--- src/rtl/ptta_pkg.sv ---
// ----------------------------------------------------------------------------
// ptta_pkg
// Shared types and constants of the peer table with TTL aging.
// ----------------------------------------------------------------------------
package ptta_pkg;

    localparam int ID_W    = 48;
    localparam int TTL_W   = 8;
    localparam int ACT_W   = 2;
    localparam int SLOT_W  = 4;
    localparam int COUNT_W = 5;

    typedef logic [ID_W-1:0]    t_node_id;
    typedef logic [TTL_W-1:0]   t_ttl;
    typedef logic [ACT_W-1:0]   t_action_bits;
    typedef logic [SLOT_W-1:0]  t_slot;
    typedef logic [COUNT_W-1:0] t_count;

    // Item opcodes
    localparam logic OP_OBSERVE = 1'b0;
    localparam logic OP_LOOKUP  = 1'b1;

    // Result actions
    typedef enum logic [ACT_W-1:0] {
        ACT_REFRESH = 2'd0,
        ACT_INSERT  = 2'd1,
        ACT_REPLACE = 2'd2,
        ACT_NONE    = 2'd3
    } t_action;

    localparam t_ttl TTL_FULL = 8'hFF;

endpackage

--- src/rtl/ptta_in_if.sv ---
// ----------------------------------------------------------------------------
// ptta_in_if
// Input channel: one lookup or observe item per handshake.
// ----------------------------------------------------------------------------
interface ptta_in_if;
    import ptta_pkg::*;

    logic     valid;
    logic     ready;
    logic     opcode;
    t_node_id node_id;

    modport source (output valid, output opcode, output node_id, input ready);
    modport sink   (input valid, input opcode, input node_id, output ready);
endinterface

--- src/rtl/ptta_out_if.sv ---
// ----------------------------------------------------------------------------
// ptta_out_if
// Result channel: one result item per input item.
// ----------------------------------------------------------------------------
interface ptta_out_if;
    import ptta_pkg::*;

    logic         valid;
    logic         ready;
    logic         hit;
    t_action_bits action;
    t_slot        slot;
    t_node_id     evicted_id;
    t_count       peer_count;

    modport source (output valid, output hit, output action, output slot,
                    output evicted_id, output peer_count, input ready);
    modport sink   (input valid, input hit, input action, input slot,
                    input evicted_id, input peer_count, output ready);
endinterface

--- src/rtl/ptta_cell.sv ---
// ----------------------------------------------------------------------------
// ptta_cell
// One table entry (node id and TTL) in the rotating ring of entries.
// ----------------------------------------------------------------------------
module ptta_cell (
    input  logic              i_clk,
    input  logic              i_rst_n,
    input  logic              i_shift,
    input  ptta_pkg::t_node_id i_id,
    input  ptta_pkg::t_ttl     i_ttl,
    output ptta_pkg::t_node_id o_id,
    output ptta_pkg::t_ttl     o_ttl
);
    import ptta_pkg::*;

    t_node_id r_id;
    t_ttl     r_ttl;

    // Take the neighbor's entry on every shift; reset empties the slot
    always_ff @(posedge i_clk) begin
        if (!i_rst_n) begin
            r_id  <= '0;
            r_ttl <= '0;
        end else if (i_shift) begin
            r_id  <= i_id;
            r_ttl <= i_ttl;
        end
    end

    assign o_id  = r_id;
    assign o_ttl = r_ttl;

endmodule

--- src/rtl/peer_table_ttl_aging.sv ---
// ----------------------------------------------------------------------------
// peer_table_ttl_aging
// Neighbor table with TTL aging and lowest-TTL replacement.
// ----------------------------------------------------------------------------
// The entries sit in a ring of cells that rotates one place per cycle, while
// scanning or writing, past a single head unit. A lookup takes one full
// rotation, then the decide and done states. An observe item also takes one
// rotation to refresh, age, find the first empty slot and the lowest TTL; when
// it must insert or replace, a second rotation writes the chosen slot. One item
// is in work at a time; the result sits in an output register so the next item
// may enter while it waits. The table is empty right after reset.
// ----------------------------------------------------------------------------
module peer_table_ttl_aging #(
    parameter int TABLE_ENTRIES = 16
) (
    input logic       i_clk,
    input logic       i_rst_n,
    ptta_in_if.sink   i_in,
    ptta_out_if.source o_out
);
    import ptta_pkg::*;

    localparam int IW = (TABLE_ENTRIES > 1) ? $clog2(TABLE_ENTRIES) : 1;
    localparam int CW = $clog2(TABLE_ENTRIES + 1);
    localparam logic [IW-1:0] LAST_IDX = IW'(TABLE_ENTRIES - 1);

    localparam logic [2:0] S_IDLE   = 3'd0;
    localparam logic [2:0] S_SCAN   = 3'd1;
    localparam logic [2:0] S_DECIDE = 3'd2;
    localparam logic [2:0] S_WRITE  = 3'd3;
    localparam logic [2:0] S_DONE   = 3'd4;

    logic [2:0] r_state, n_state;
    logic [IW-1:0] r_idx;

    // Item being worked on
    logic     r_op;
    t_node_id r_node_id;

    // First-pass trackers
    logic          r_found;
    logic [IW-1:0] r_match_idx;
    logic          r_have_empty;
    logic [IW-1:0] r_empty_idx;
    t_ttl          r_min_ttl;
    logic [IW-1:0] r_min_idx;
    t_node_id      r_min_id;
    logic [CW-1:0] r_count;

    // Result being built and write target
    logic          r_res_hit;
    t_action_bits  r_res_action;
    logic [IW-1:0] r_res_slot;
    t_node_id      r_res_evict;
    logic [CW-1:0] r_res_count;

    // Output register
    logic          r_out_valid;
    logic          r_o_hit;
    t_action_bits  r_o_action;
    t_slot         r_o_slot;
    t_node_id      r_o_evict;
    t_count        r_o_count;

    // Ring of cells
    t_node_id w_id  [TABLE_ENTRIES];
    t_ttl     w_ttl [TABLE_ENTRIES];
    t_node_id head_id;
    t_ttl     head_ttl;
    logic     shift;

    assign shift = (r_state == S_SCAN) || (r_state == S_WRITE);

    for (genvar k = 0; k < TABLE_ENTRIES; k++) begin : g_cell
        if (k == TABLE_ENTRIES - 1) begin : g_tail
            ptta_cell u_cell (
                .i_clk   (i_clk),
                .i_rst_n (i_rst_n),
                .i_shift (shift),
                .i_id    (head_id),
                .i_ttl   (head_ttl),
                .o_id    (w_id[k]),
                .o_ttl   (w_ttl[k])
            );
        end else begin : g_body
            ptta_cell u_cell (
                .i_clk   (i_clk),
                .i_rst_n (i_rst_n),
                .i_shift (shift),
                .i_id    (w_id[k+1]),
                .i_ttl   (w_ttl[k+1]),
                .o_id    (w_id[k]),
                .o_ttl   (w_ttl[k])
            );
        end
    end

    // Head unit: the entry at cell 0 has index r_idx
    logic h_match;
    logic h_empty;
    logic is_first;
    t_ttl h_aged;

    assign h_match  = (r_node_id != '0) && (w_id[0] == r_node_id);
    assign h_empty  = (w_id[0] == '0);
    assign is_first = (r_idx == '0);
    assign h_aged   = (w_ttl[0] != '0) ? (w_ttl[0] - 8'd1) : '0;

    always_comb begin
        head_id  = w_id[0];
        head_ttl = w_ttl[0];
        if (r_state == S_SCAN && r_op == OP_OBSERVE) begin
            head_ttl = h_match ? TTL_FULL : h_aged;
        end else if (r_state == S_WRITE && r_idx == r_res_slot) begin
            head_id  = r_node_id;
            head_ttl = TTL_FULL;
        end
    end

    // Next state
    always_comb begin
        n_state = r_state;
        unique case (r_state)
            S_IDLE:   if (i_in.valid) n_state = S_SCAN;
            S_SCAN:   if (r_idx == LAST_IDX) n_state = S_DECIDE;
            S_DECIDE: begin
                if (r_op == OP_OBSERVE && !r_found && r_node_id != '0) begin
                    n_state = S_WRITE;
                end else begin
                    n_state = S_DONE;
                end
            end
            S_WRITE:  if (r_idx == LAST_IDX) n_state = S_DONE;
            S_DONE:   if (!r_out_valid || o_out.ready) n_state = S_IDLE;
            default:  n_state = S_IDLE;
        endcase
    end

    // Control registers
    always_ff @(posedge i_clk) begin
        if (!i_rst_n) begin
            r_state     <= S_IDLE;
            r_idx       <= '0;
            r_out_valid <= 1'b0;
        end else begin
            r_state <= n_state;
            if (shift) begin
                r_idx <= (r_idx == LAST_IDX) ? '0 : r_idx + 1'b1;
            end
            if (r_state == S_DONE && (!r_out_valid || o_out.ready)) begin
                r_out_valid <= 1'b1;
            end else if (o_out.ready) begin
                r_out_valid <= 1'b0;
            end
        end
    end

    // Item capture
    always_ff @(posedge i_clk) begin
        if (r_state == S_IDLE && i_in.valid) begin
            r_op      <= i_in.opcode;
            r_node_id <= i_in.node_id;
        end
    end

    // First-pass scan: match, first empty, lowest TTL (after aging on an observe), count
    always_ff @(posedge i_clk) begin
        if (r_state == S_SCAN) begin
            if (h_match && (is_first || !r_found)) begin
                r_found     <= 1'b1;
                r_match_idx <= r_idx;
            end else if (is_first) begin
                r_found     <= 1'b0;
                r_match_idx <= '0;
            end
            if (h_empty && (is_first || !r_have_empty)) begin
                r_have_empty <= 1'b1;
                r_empty_idx  <= r_idx;
            end else if (is_first) begin
                r_have_empty <= 1'b0;
                r_empty_idx  <= '0;
            end
            if (is_first || head_ttl < r_min_ttl) begin
                r_min_ttl <= head_ttl;
                r_min_idx <= r_idx;
                r_min_id  <= w_id[0];
            end
            r_count <= (is_first ? '0 : r_count) + CW'(!h_empty);
        end
    end

    // Result decision after the first pass
    always_ff @(posedge i_clk) begin
        if (r_state == S_DECIDE) begin
            r_res_hit    <= 1'b0;
            r_res_action <= ACT_NONE;
            r_res_slot   <= '0;
            r_res_evict  <= '0;
            r_res_count  <= r_count;
            if (r_found) begin
                r_res_hit    <= 1'b1;
                r_res_slot   <= r_match_idx;
                r_res_action <= (r_op == OP_OBSERVE) ? ACT_REFRESH : ACT_NONE;
            end else if (r_op == OP_OBSERVE && r_node_id != '0) begin
                if (r_have_empty) begin
                    r_res_action <= ACT_INSERT;
                    r_res_slot   <= r_empty_idx;
                    r_res_count  <= r_count + 1'b1;
                end else begin
                    r_res_action <= ACT_REPLACE;
                    r_res_slot   <= r_min_idx;
                    r_res_evict  <= r_min_id;
                end
            end
        end
    end

    // Output register load
    always_ff @(posedge i_clk) begin
        if (r_state == S_DONE && (!r_out_valid || o_out.ready)) begin
            r_o_hit    <= r_res_hit;
            r_o_action <= r_res_action;
            r_o_slot   <= SLOT_W'(r_res_slot);
            r_o_evict  <= r_res_evict;
            r_o_count  <= COUNT_W'(r_res_count);
        end
    end

    assign i_in.ready       = (r_state == S_IDLE);
    assign o_out.valid      = r_out_valid;
    assign o_out.hit        = r_o_hit;
    assign o_out.action     = r_o_action;
    assign o_out.slot       = r_o_slot;
    assign o_out.evicted_id = r_o_evict;
    assign o_out.peer_count = r_o_count;

endmodule
--- src/flat_wrapper.sv ---
// flat-port wrapper written by rule: the top's interface ports become plain ports
module peer_table_ttl_aging_flat import ptta_pkg::*;
#(
    parameter int TABLE_ENTRIES = 16
)
  (i_clk, i_rst_n, i_in_valid, i_in_opcode, i_in_node_id, i_in_ready, o_out_valid, o_out_hit, o_out_action, o_out_slot, o_out_evicted_id, o_out_peer_count, o_out_ready);
  ptta_in_if i_in_i ();
  ptta_out_if o_out_i ();
  input logic i_clk;
  input logic i_rst_n;
  input wire logic [$bits(i_in_i.valid)-1:0] i_in_valid;
  input wire logic [$bits(i_in_i.opcode)-1:0] i_in_opcode;
  input wire logic [$bits(i_in_i.node_id)-1:0] i_in_node_id;
  output wire logic [$bits(i_in_i.ready)-1:0] i_in_ready;
  output wire logic [$bits(o_out_i.valid)-1:0] o_out_valid;
  output wire logic [$bits(o_out_i.hit)-1:0] o_out_hit;
  output wire logic [$bits(o_out_i.action)-1:0] o_out_action;
  output wire logic [$bits(o_out_i.slot)-1:0] o_out_slot;
  output wire logic [$bits(o_out_i.evicted_id)-1:0] o_out_evicted_id;
  output wire logic [$bits(o_out_i.peer_count)-1:0] o_out_peer_count;
  input wire logic [$bits(o_out_i.ready)-1:0] o_out_ready;
  assign i_in_i.valid = i_in_valid;
  assign i_in_i.opcode = i_in_opcode;
  assign i_in_i.node_id = i_in_node_id;
  assign i_in_ready = i_in_i.ready;
  assign o_out_valid = o_out_i.valid;
  assign o_out_hit = o_out_i.hit;
  assign o_out_action = o_out_i.action;
  assign o_out_slot = o_out_i.slot;
  assign o_out_evicted_id = o_out_i.evicted_id;
  assign o_out_peer_count = o_out_i.peer_count;
  assign o_out_i.ready = o_out_ready;
  peer_table_ttl_aging #(.TABLE_ENTRIES(TABLE_ENTRIES)) u_core (.i_clk(i_clk), .i_rst_n(i_rst_n), .i_in(i_in_i), .o_out(o_out_i));
endmodule
--- config.mk ---
export PLATFORM = sky130hd
export DESIGN_NAME = peer_table_ttl_aging_flat
export DESIGN_NICKNAME = d
export VERILOG_FILES = /design/src/rtl/ptta_pkg.sv /design/src/rtl/ptta_in_if.sv /design/src/rtl/ptta_out_if.sv /design/src/rtl/ptta_cell.sv /design/src/rtl/peer_table_ttl_aging.sv /design/src/flat_wrapper.sv
export SDC_FILE = /design/constraint.sdc
export NUM_CORES = 2
export LEC_CHECK = 0
export BUFFER_PORTS_ARGS = -buffer_cell sky130_fd_sc_hd__buf_2
export CAP_MARGIN = 20
export CORE_MARGIN = 1.5
export CORE_UTILIZATION = 55
export DETAILED_ROUTE_END_ITERATION = 6
export PLACE_DENSITY = 0.72
export SLEW_MARGIN = 20
export SYNTH_ARGS = -nofsm -noshare
export SYNTH_HDL_FRONTEND = slang
export SYNTH_SLANG_ARGS = --single-unit
--- constraint.sdc ---
create_clock -name i_clk -period 10.7 [get_ports i_clk]
set_input_delay 0 -clock i_clk [delete_from_list [all_inputs] [get_ports i_clk]]
set_output_delay 0 -clock i_clk [all_outputs]
set_load 0.1 [all_outputs]
After elaboration in Yosys (flattened, before gate mapping)
Index checks and enable logic that the tools add are counted.
- input bits: 53
- output and inout bits: 62
- register bits after elaboration: 1148
- multiplexer cells: 31
- eq/ne operators: 11
- magnitude comparators: 1
- reduce and logical (&&, ||, !) cells: 32
- bitwise gates (word level): 2
- add/subtract/negate cells: 4
- operators with widths (operator ; count):
    two-way mux 48 bit ; 2
    equality test 48 bit ; 1
    zero test 48 bit ; 1
    nonzero test 48 bit ; 1
    two-way mux 8 bit ; 4
    two-way mux 4 bit ; 7
    two-way mux 5 bit ; 4
    two-way mux 3 bit ; 5
    one-hot mux 3 bit (5 select lines) ; 1
    logical AND 1 bit ; 10
    < comparator 8 bit ; 1
    two-way mux 2 bit ; 4
    inequality test 2 bit, second input constant ; 4
    nonzero test 8 bit ; 1
    subtractor 8 x 1 -> 8 bit, second input constant ; 1
    equality test 3 x 2 -> 1 bit, second input constant ; 2
    AND reduction 2 bit ; 3
    nonzero test 2 bit ; 3
    adder 5 x 1 -> 5 bit ; 1
    adder 5 x 1 -> 5 bit, second input constant ; 1
    logical OR 1 bit ; 5
    adder 4 x 1 -> 4 bit, second input constant ; 1
    equality test 4 bit ; 1
    equality test 4 bit, second input constant ; 1
    9 further kinds ; 16

Logic depth before layout (Yosys ltp)
- word-level depth: 7
- mapped depth: 15
- depth with buffers taken out: 15

Modules after synthesis
Synthesis repeated with hierarchy kept, for this count alone.
- cell total of the unflattened synthesis: 3521
- area, all modules: 44417.6 um^2
- modules (own cells, without submodules) (module ; cells each ; area an instance (um^2) ; times used ; sequential area each (um^2)):
    ptta_cell ; 180 ; 2134.5 ; 16 ; 1121.1
    peer_table_ttl_aging ; 641 ; 10264.8 ; 1 ; 7487.2

Worst setup path after synthesis
OpenSTA, ideal clock, no wires.
- path kind: reg-to-reg
- start: register u_core.r_node_id[25]
- end: register u_core.r_min_id[0], enable pin
- cell stages (with the launch flop): 14
- buffers on the path: 1
- arrival time: 7752 ps
- path slack: 2378 ps
- data required time: 10130 ps
- path through: edfxtp_1 > xor2_1 > or4_1 > or4_4 > a2111oi_4 > buf_6 > o22ai_1 > nor2_1 > ha_1 > a21o_1 > a2111oi_0 > o21ai_0 > o21bai_1 > a21boi_0
- word-level cells in the longest chain between the ends: 7
- ends and longest elaborated chain (element ; RTL line ; text):
    from (decl) ; peer_table_ttl_aging.sv:38 ; t_node_id r_node_id;
    from (signal assigned) ; peer_table_ttl_aging.sv:162 ; r_node_id <= i_in.node_id;
    equality test 48 bit or nonzero test 48 bit (tied branches) ; peer_table_ttl_aging.sv:104 ; assign h_match = (r_node_id != '0) && (w_id[0] == r_node_id);
    logical AND 1 bit * ; peer_table_ttl_aging.sv:104 ;
    two-way mux 8 bit * ; peer_table_ttl_aging.sv:113 ; head_ttl = h_match ? TTL_FULL : h_aged;
    two-way mux 8 bit * ; peer_table_ttl_aging.sv:112 ; if (r_state == S_SCAN && r_op == OP_OBSERVE) begin
    net u_core.g_cell[15].g_tail.u_cell.i_ttl[2] ; ptta_cell.sv:10 ; input ptta_pkg::t_ttl i_ttl,
    < comparator 8 bit * ; peer_table_ttl_aging.sv:183 ; if (is_first || head_ttl < r_min_ttl) begin
    logical OR 1 bit * ; peer_table_ttl_aging.sv:183 ;
    AND reduction 2 bit (no line) * ; -- ;
    to (signal assigned) ; peer_table_ttl_aging.sv:186 ; r_min_id <= w_id[0];
    to (decl) ; peer_table_ttl_aging.sv:47 ; t_node_id r_min_id;
Mark *: on every way through the listed nets, which the timed path passes. The rest lies on a longest branch.
A chain may end at the register's enable or synchronous reset.

Final worst setup path
- start: register u_core.r_state[0]
- end: register u_core.g_cell[12].g_body.u_cell.r_id[26]
- word-level cells in the longest chain between the ends: 2
- ends and longest elaborated chain (element ; RTL line ; text):
    from (decl) ; peer_table_ttl_aging.sv:33 ; logic [2:0] r_state, n_state;
    from (signal assigned) ; peer_table_ttl_aging.sv:146 ; r_state <= n_state;
    equality test 3 x 1 -> 1 bit or equality test 3 x 2 -> 1 bit (tied branches) ; peer_table_ttl_aging.sv:72 ; assign shift = (r_state == S_SCAN) || (r_state == S_WRITE);
    logical OR 1 bit * ; peer_table_ttl_aging.sv:72 ;
    to (signal assigned) ; ptta_cell.sv:25 ; r_id <= i_id;
    to (decl) ; ptta_cell.sv:16 ; t_node_id r_id;
Mark *: on every way between the ends. The rest lies on a longest branch, timed or not.

==> impl.org <==
** Die
- Total die area :: 75520 sq um
- Measured along the x axis, the die boundary spans ~270 microns.
- Starting Density :: between 50 and 60%
- For this design the top-level I/O count stands at roughly 120.
- Core box area :: 73080 sq um
- Number of rows created at floorplan :: 99
- DIE HEIGHT :: ~270 microns

** Route
- DRC violation count after routing :: 42
- The routed layout has 29700 vias.
- Initial detailed-routing violation count :: 2787
- First-pass DRT Iterations :: 7
- Antenna violation net count after detailed routing :: 0
- Routed length per placed instance :: around 16 microns
- Total routed wirelength :: about 90000 microns
- Per-cell via count in the routed design :: 5.349

** Yosys
- FF+latch count, synth :: about 1100
- The average instance in the mapped netlist occupies ~9.0 sq um.
- Summing the sequential cell areas from Yosys gives 62.57% of the chip area.
- The Yosys step of the flow raised 0 warnings.
- Area of the mapped netlist :: 40630 sq um
- Count of unique library cells instantiated by Yosys :: 51
- Synthesis produced a netlist whose cell count is 4508.
- Counting every net in the synthesized netlist gives 4574.

** STA
- Final critical-path share of the clock period :: 50.53%
- Hold is met by 56.93 ps.
- Setup repair after global routing missed its margin :: false
- Setup violations, final :: 0
- Shortest period the worst path allows :: 5406 ps
- Count of final max-slew check failures :: 0
- At the pin with the least slew margin, the transition time is 1153 ps.
- Final clock skew :: ~22 ps
- Static timing analysis puts the maximum clock frequency at 185.0 MHz.
- The worst pin sits at a relative slew slack of 23.16%.
- The number of endpoints with negative hold slack in the final report was 0.
- Aggregate negative setup slack :: 0 ps

** Status
- The final reports fail on DRC.
- Outcome :: finished with violations

** CTS
- Maximum root-to-sink buffer count :: 3
- After clock tree synthesis, the setup repair step added 0 buffers.
- Clock root buffer :: sky130_fd_sc_hd__clkbuf_16
- Number of CTS-inserted buffers :: 112
- After clock tree synthesis, the flow added hold-fix buffers numbering 52.
- The clock drives between 1000 and 1500 sinks.
- The clock reaches the later pin of the worst-skew pair after 670 ps.
- Post-CTS sizing :: 0
- TritonCTS built the clock tree.
- Clock-pin slew was measured on the worst setup and hold paths at 70 ps.
- H-Tree Depth :: 3

** Pwr
- Int Pwr :: 7146 uW
- In this run the static leakage power is 0.01504 uW.
- For this design the ratio of total power to cell area is roughly 200 nW/um^2.
- The analysis attributes to net switching a power of 2278 uW.
- In this run switching power makes up 24.17% of total power.
- The share of total power dissipated in combinational logic is under 10%.
- The clock network accounts for 43.7% of the total power.
- Peak supply drop :: 0.0001577 V
- Sequential cells burn roughly 50% of the power.

** Finish
- At the end of the flow, the number of nets in the layout was roughly 4600.
- Area growth from synthesis to layout :: 13.12%
- Of the cells placed in the final design, the portion with a size suffix greater than 1 is 7.511%.
- Commonest cells after routing, fill and taps aside :: sky130_fd_sc_hd__nand2_1 (1709), sky130_fd_sc_hd__dfxtp_1 (904), sky130_fd_sc_hd__a21oi_1 (858)
- Utilization after layout :: 62.89%
- The library cell used most frequently in the layout, excluding fill and tap cells, is sky130_fd_sc_hd__nand2_1.

** Worst hold path
- Hold path startpoint :: i_in_opcode
- The tightest min-delay check is of the primary input to flip-flop type.
- Terminating pin of the worst hold path :: u_core.r_op
- The worst hold path was traced through 2 stages.

** Setup path
- Cell-by-cell trace of the critical path :: nor2b_4 -> buf_12 -> buf_12 -> buf_4 -> buf_4 -> nand2_1 -> a21oi_1
- STA classifies the critical path startpoint as a flip-flop.
- Arrival time worst endpoint :: 5970 ps
- Counting cells, the worst reg-to-reg path comes to 7.
- Largest incremental delay on the critical path :: 930 ps
- Worst path bufs/invs :: 4
- Worst reg2reg startpoint :: u_core.r_state[0]
- The setup path with the least slack is of type flip-flop to flip-flop.
- Worst-case register-to-register setup slack :: 5290 ps
- For the worst setup path, the data required time is about 11000 ps.
- Top delay family on crit path :: buffers and inverters
- Reg-to-Reg End :: u_core.g_cell[12].g_body.u_cell.o_id[26]
- The slowest stage of the critical path belongs to the cell sky130_fd_sc_hd__buf_4.
- Critical path startpoint :: u_core.r_state[0]
- STA classifies the critical path endpoint as a flip-flop.
- In this run the worst path has a maximum fanout of 256.

** Global routing
- First-pass GRT wire length :: 141100 microns
- The initial antenna violation count came to 2.
- Overall track demand over capacity in global routing :: 23.30%
- After global routing the overflow that remains totals 0.
- Entering global routing, the biggest net connects 257 pins.
- The number of global-route vias before repair is between 20000 and 30000.

** Place
- Detail Placement HPWL :: roughly 54000 microns
- Port buffering added 114 buffers.
- At the end of routability-driven placement, the weighted congestion stood at 0.9329.

** Run
- Max-cap viol count :: 0
## worst max-delay path by stage
stage	to	slack (ps)	cells past startpoint
detailed placement	u_core.g_cell[15].g_tail.u_cell.o_id[28]	5360	7
floorplan	u_core.r_min_id[0]	2380	13
global placement	u_core.r_min_id[23]	5350	13
CTS	u_core.r_min_id[38]	5330	13
global route	u_core.g_cell[15].g_tail.u_cell.o_id[20]	4890	7
finish	u_core.g_cell[12].g_body.u_cell.o_id[26]	5290	7
## Yosys cell counts (all sizes together)
| cell type | count | share of area [%] |
|---|---|---|
| a41oi | 1 | 0.022 |
| clkinv | 1 | 0.0092 |
| buf | 10 | 0.11 |
| a2111oi | 4 | 0.13 |
| nor2b | 3 | 0.046 |
| mux2 | 1 | 0.028 |
| and2 | 61 | 0.94 |
| nand3b | 1 | 0.018 |
| or3 | 5 | 0.089 |
| mux2i | 52 | 1.3 |
| a21oi | 858 | 11 |
| dfxtp | 904 | 45 |
| and4 | 1 | 0.022 |
| o21a | 2 | 0.037 |
| inv | 16 | 0.15 |
| or4 | 6 | 0.12 |
| nor3b | 6 | 0.11 |
| nor4 | 38 | 0.59 |
| nand2 | 1709 | 16 |
| a31oi | 2 | 0.031 |
| o21ai | 14 | 0.17 |
| nor3 | 14 | 0.17 |
| clkbuf | 307 | 2.8 |
| a311o | 1 | 0.025 |
| or3b | 1 | 0.022 |
| and3 | 3 | 0.046 |
| a211oi | 48 | 0.89 |
| nand4 | 15 | 0.23 |
| or2 | 4 | 0.062 |
| xnor2 | 24 | 0.52 |
| ha | 13 | 0.40 |
| nand3 | 12 | 0.15 |
| o21bai | 2 | 0.037 |
| o41ai | 1 | 0.022 |
| a221oi | 1 | 0.022 |
| o22ai | 4 | 0.062 |
| a2111o | 1 | 0.028 |
| nor2 | 69 | 0.64 |
| o31ai | 6 | 0.11 |
| a21boi | 2 | 0.037 |
| xor2 | 37 | 0.80 |
| edfxtp | 244 | 18 |
| nand2b | 2 | 0.031 |
| a21o | 2 | 0.037 |
## per-stage QoR
stage | worst slack (ps) | instances | power [uW] | instance area (sq um)
after CTS | 5331 | 5552 | 9494 | 45950
after floorplan | 2378 | 4508 | 5198 | 40630
after detailed placement | 5356 | 5289 | 5383 | 41490
after global placement | 5348 | 5289 | 5386 | 41490
after global routing | 4889 | 5552 | 9758 | 45960
final | 5294 | 5553 | 9424 | 45960
## per-layer routing
layer / track usage, % / wire [microns] / vias to the layer above
li1: - / - / 14880
met3: 4.748 / 5940 / 99
met4: 5.882 / 1444 / 2
met5: 0 / 15 / -
met2: 34.08 / 39400 / 628
met1: 35.16 / 43590 / 14090
## cells by family after synthesis
family | count (synthesis) | synth area share (%)
mux | 53 | 1.309
buf+inv | 334 | 3.107
fa+ha+maj | 13 | 0.4003
xor+xnor | 61 | 1.315
compound gates | 949 | 12.23
flops | 1148 | 62.57
simple gates | 1950 | 19.07
## final cells by class
| type | instances | area (sq um) |
|---|---|---|
| Inverter | 17 | 71.32 |
| Timing Repair Buffer | 191 | 1333 |
| Clock inverter | 55 | 666.9 |
| Antenna cell | 1 | 2.502 |
| Tap cell | 959 | 1200 |
| Multi-Input combinational cell | 3026 | 13990 |
| Fill cell | 6169 | 27120 |
| Sequential cell | 1148 | 25420 |
| Clock buffer | 156 | 3276 |
## power groups by stage
stage	sequential, uW	combinational (uW)	clock (uW)
floorplan	4760	442	0
global placement	4760	626	0
detailed placement	4760	621	0
CTS	4670	639	4190
global route	4680	702	4380
finish	4670	635	4120
## registers in the layout (all words and copies together) (netlist names), 3 cells and up
| signal | cells |
|---|---|
| u_core.g_cell.g_body.u_cell.o_id | 720 |
| u_core.g_cell.g_body.u_cell.o_ttl | 120 |
| u_core.g_cell.g_tail.u_cell.o_id | 48 |
| u_core.g_cell.g_tail.u_cell.o_ttl | 8 |
| u_core.o_out.evicted_id | 48 |
| u_core.o_out.peer_count | 5 |
| u_core.o_out.slot | 4 |
| u_core.r_count | 5 |
| u_core.r_empty_idx | 4 |
| u_core.r_idx | 4 |
| u_core.r_match_idx | 4 |
| u_core.r_min_id | 48 |
| u_core.r_min_idx | 4 |
| u_core.r_min_ttl | 8 |
| u_core.r_node_id | 48 |
| u_core.r_res_count | 5 |
| u_core.r_res_evict | 48 |
| u_core.r_res_slot | 4 |
| u_core.r_state | 3 |
(Power assumes the default switching activity.)
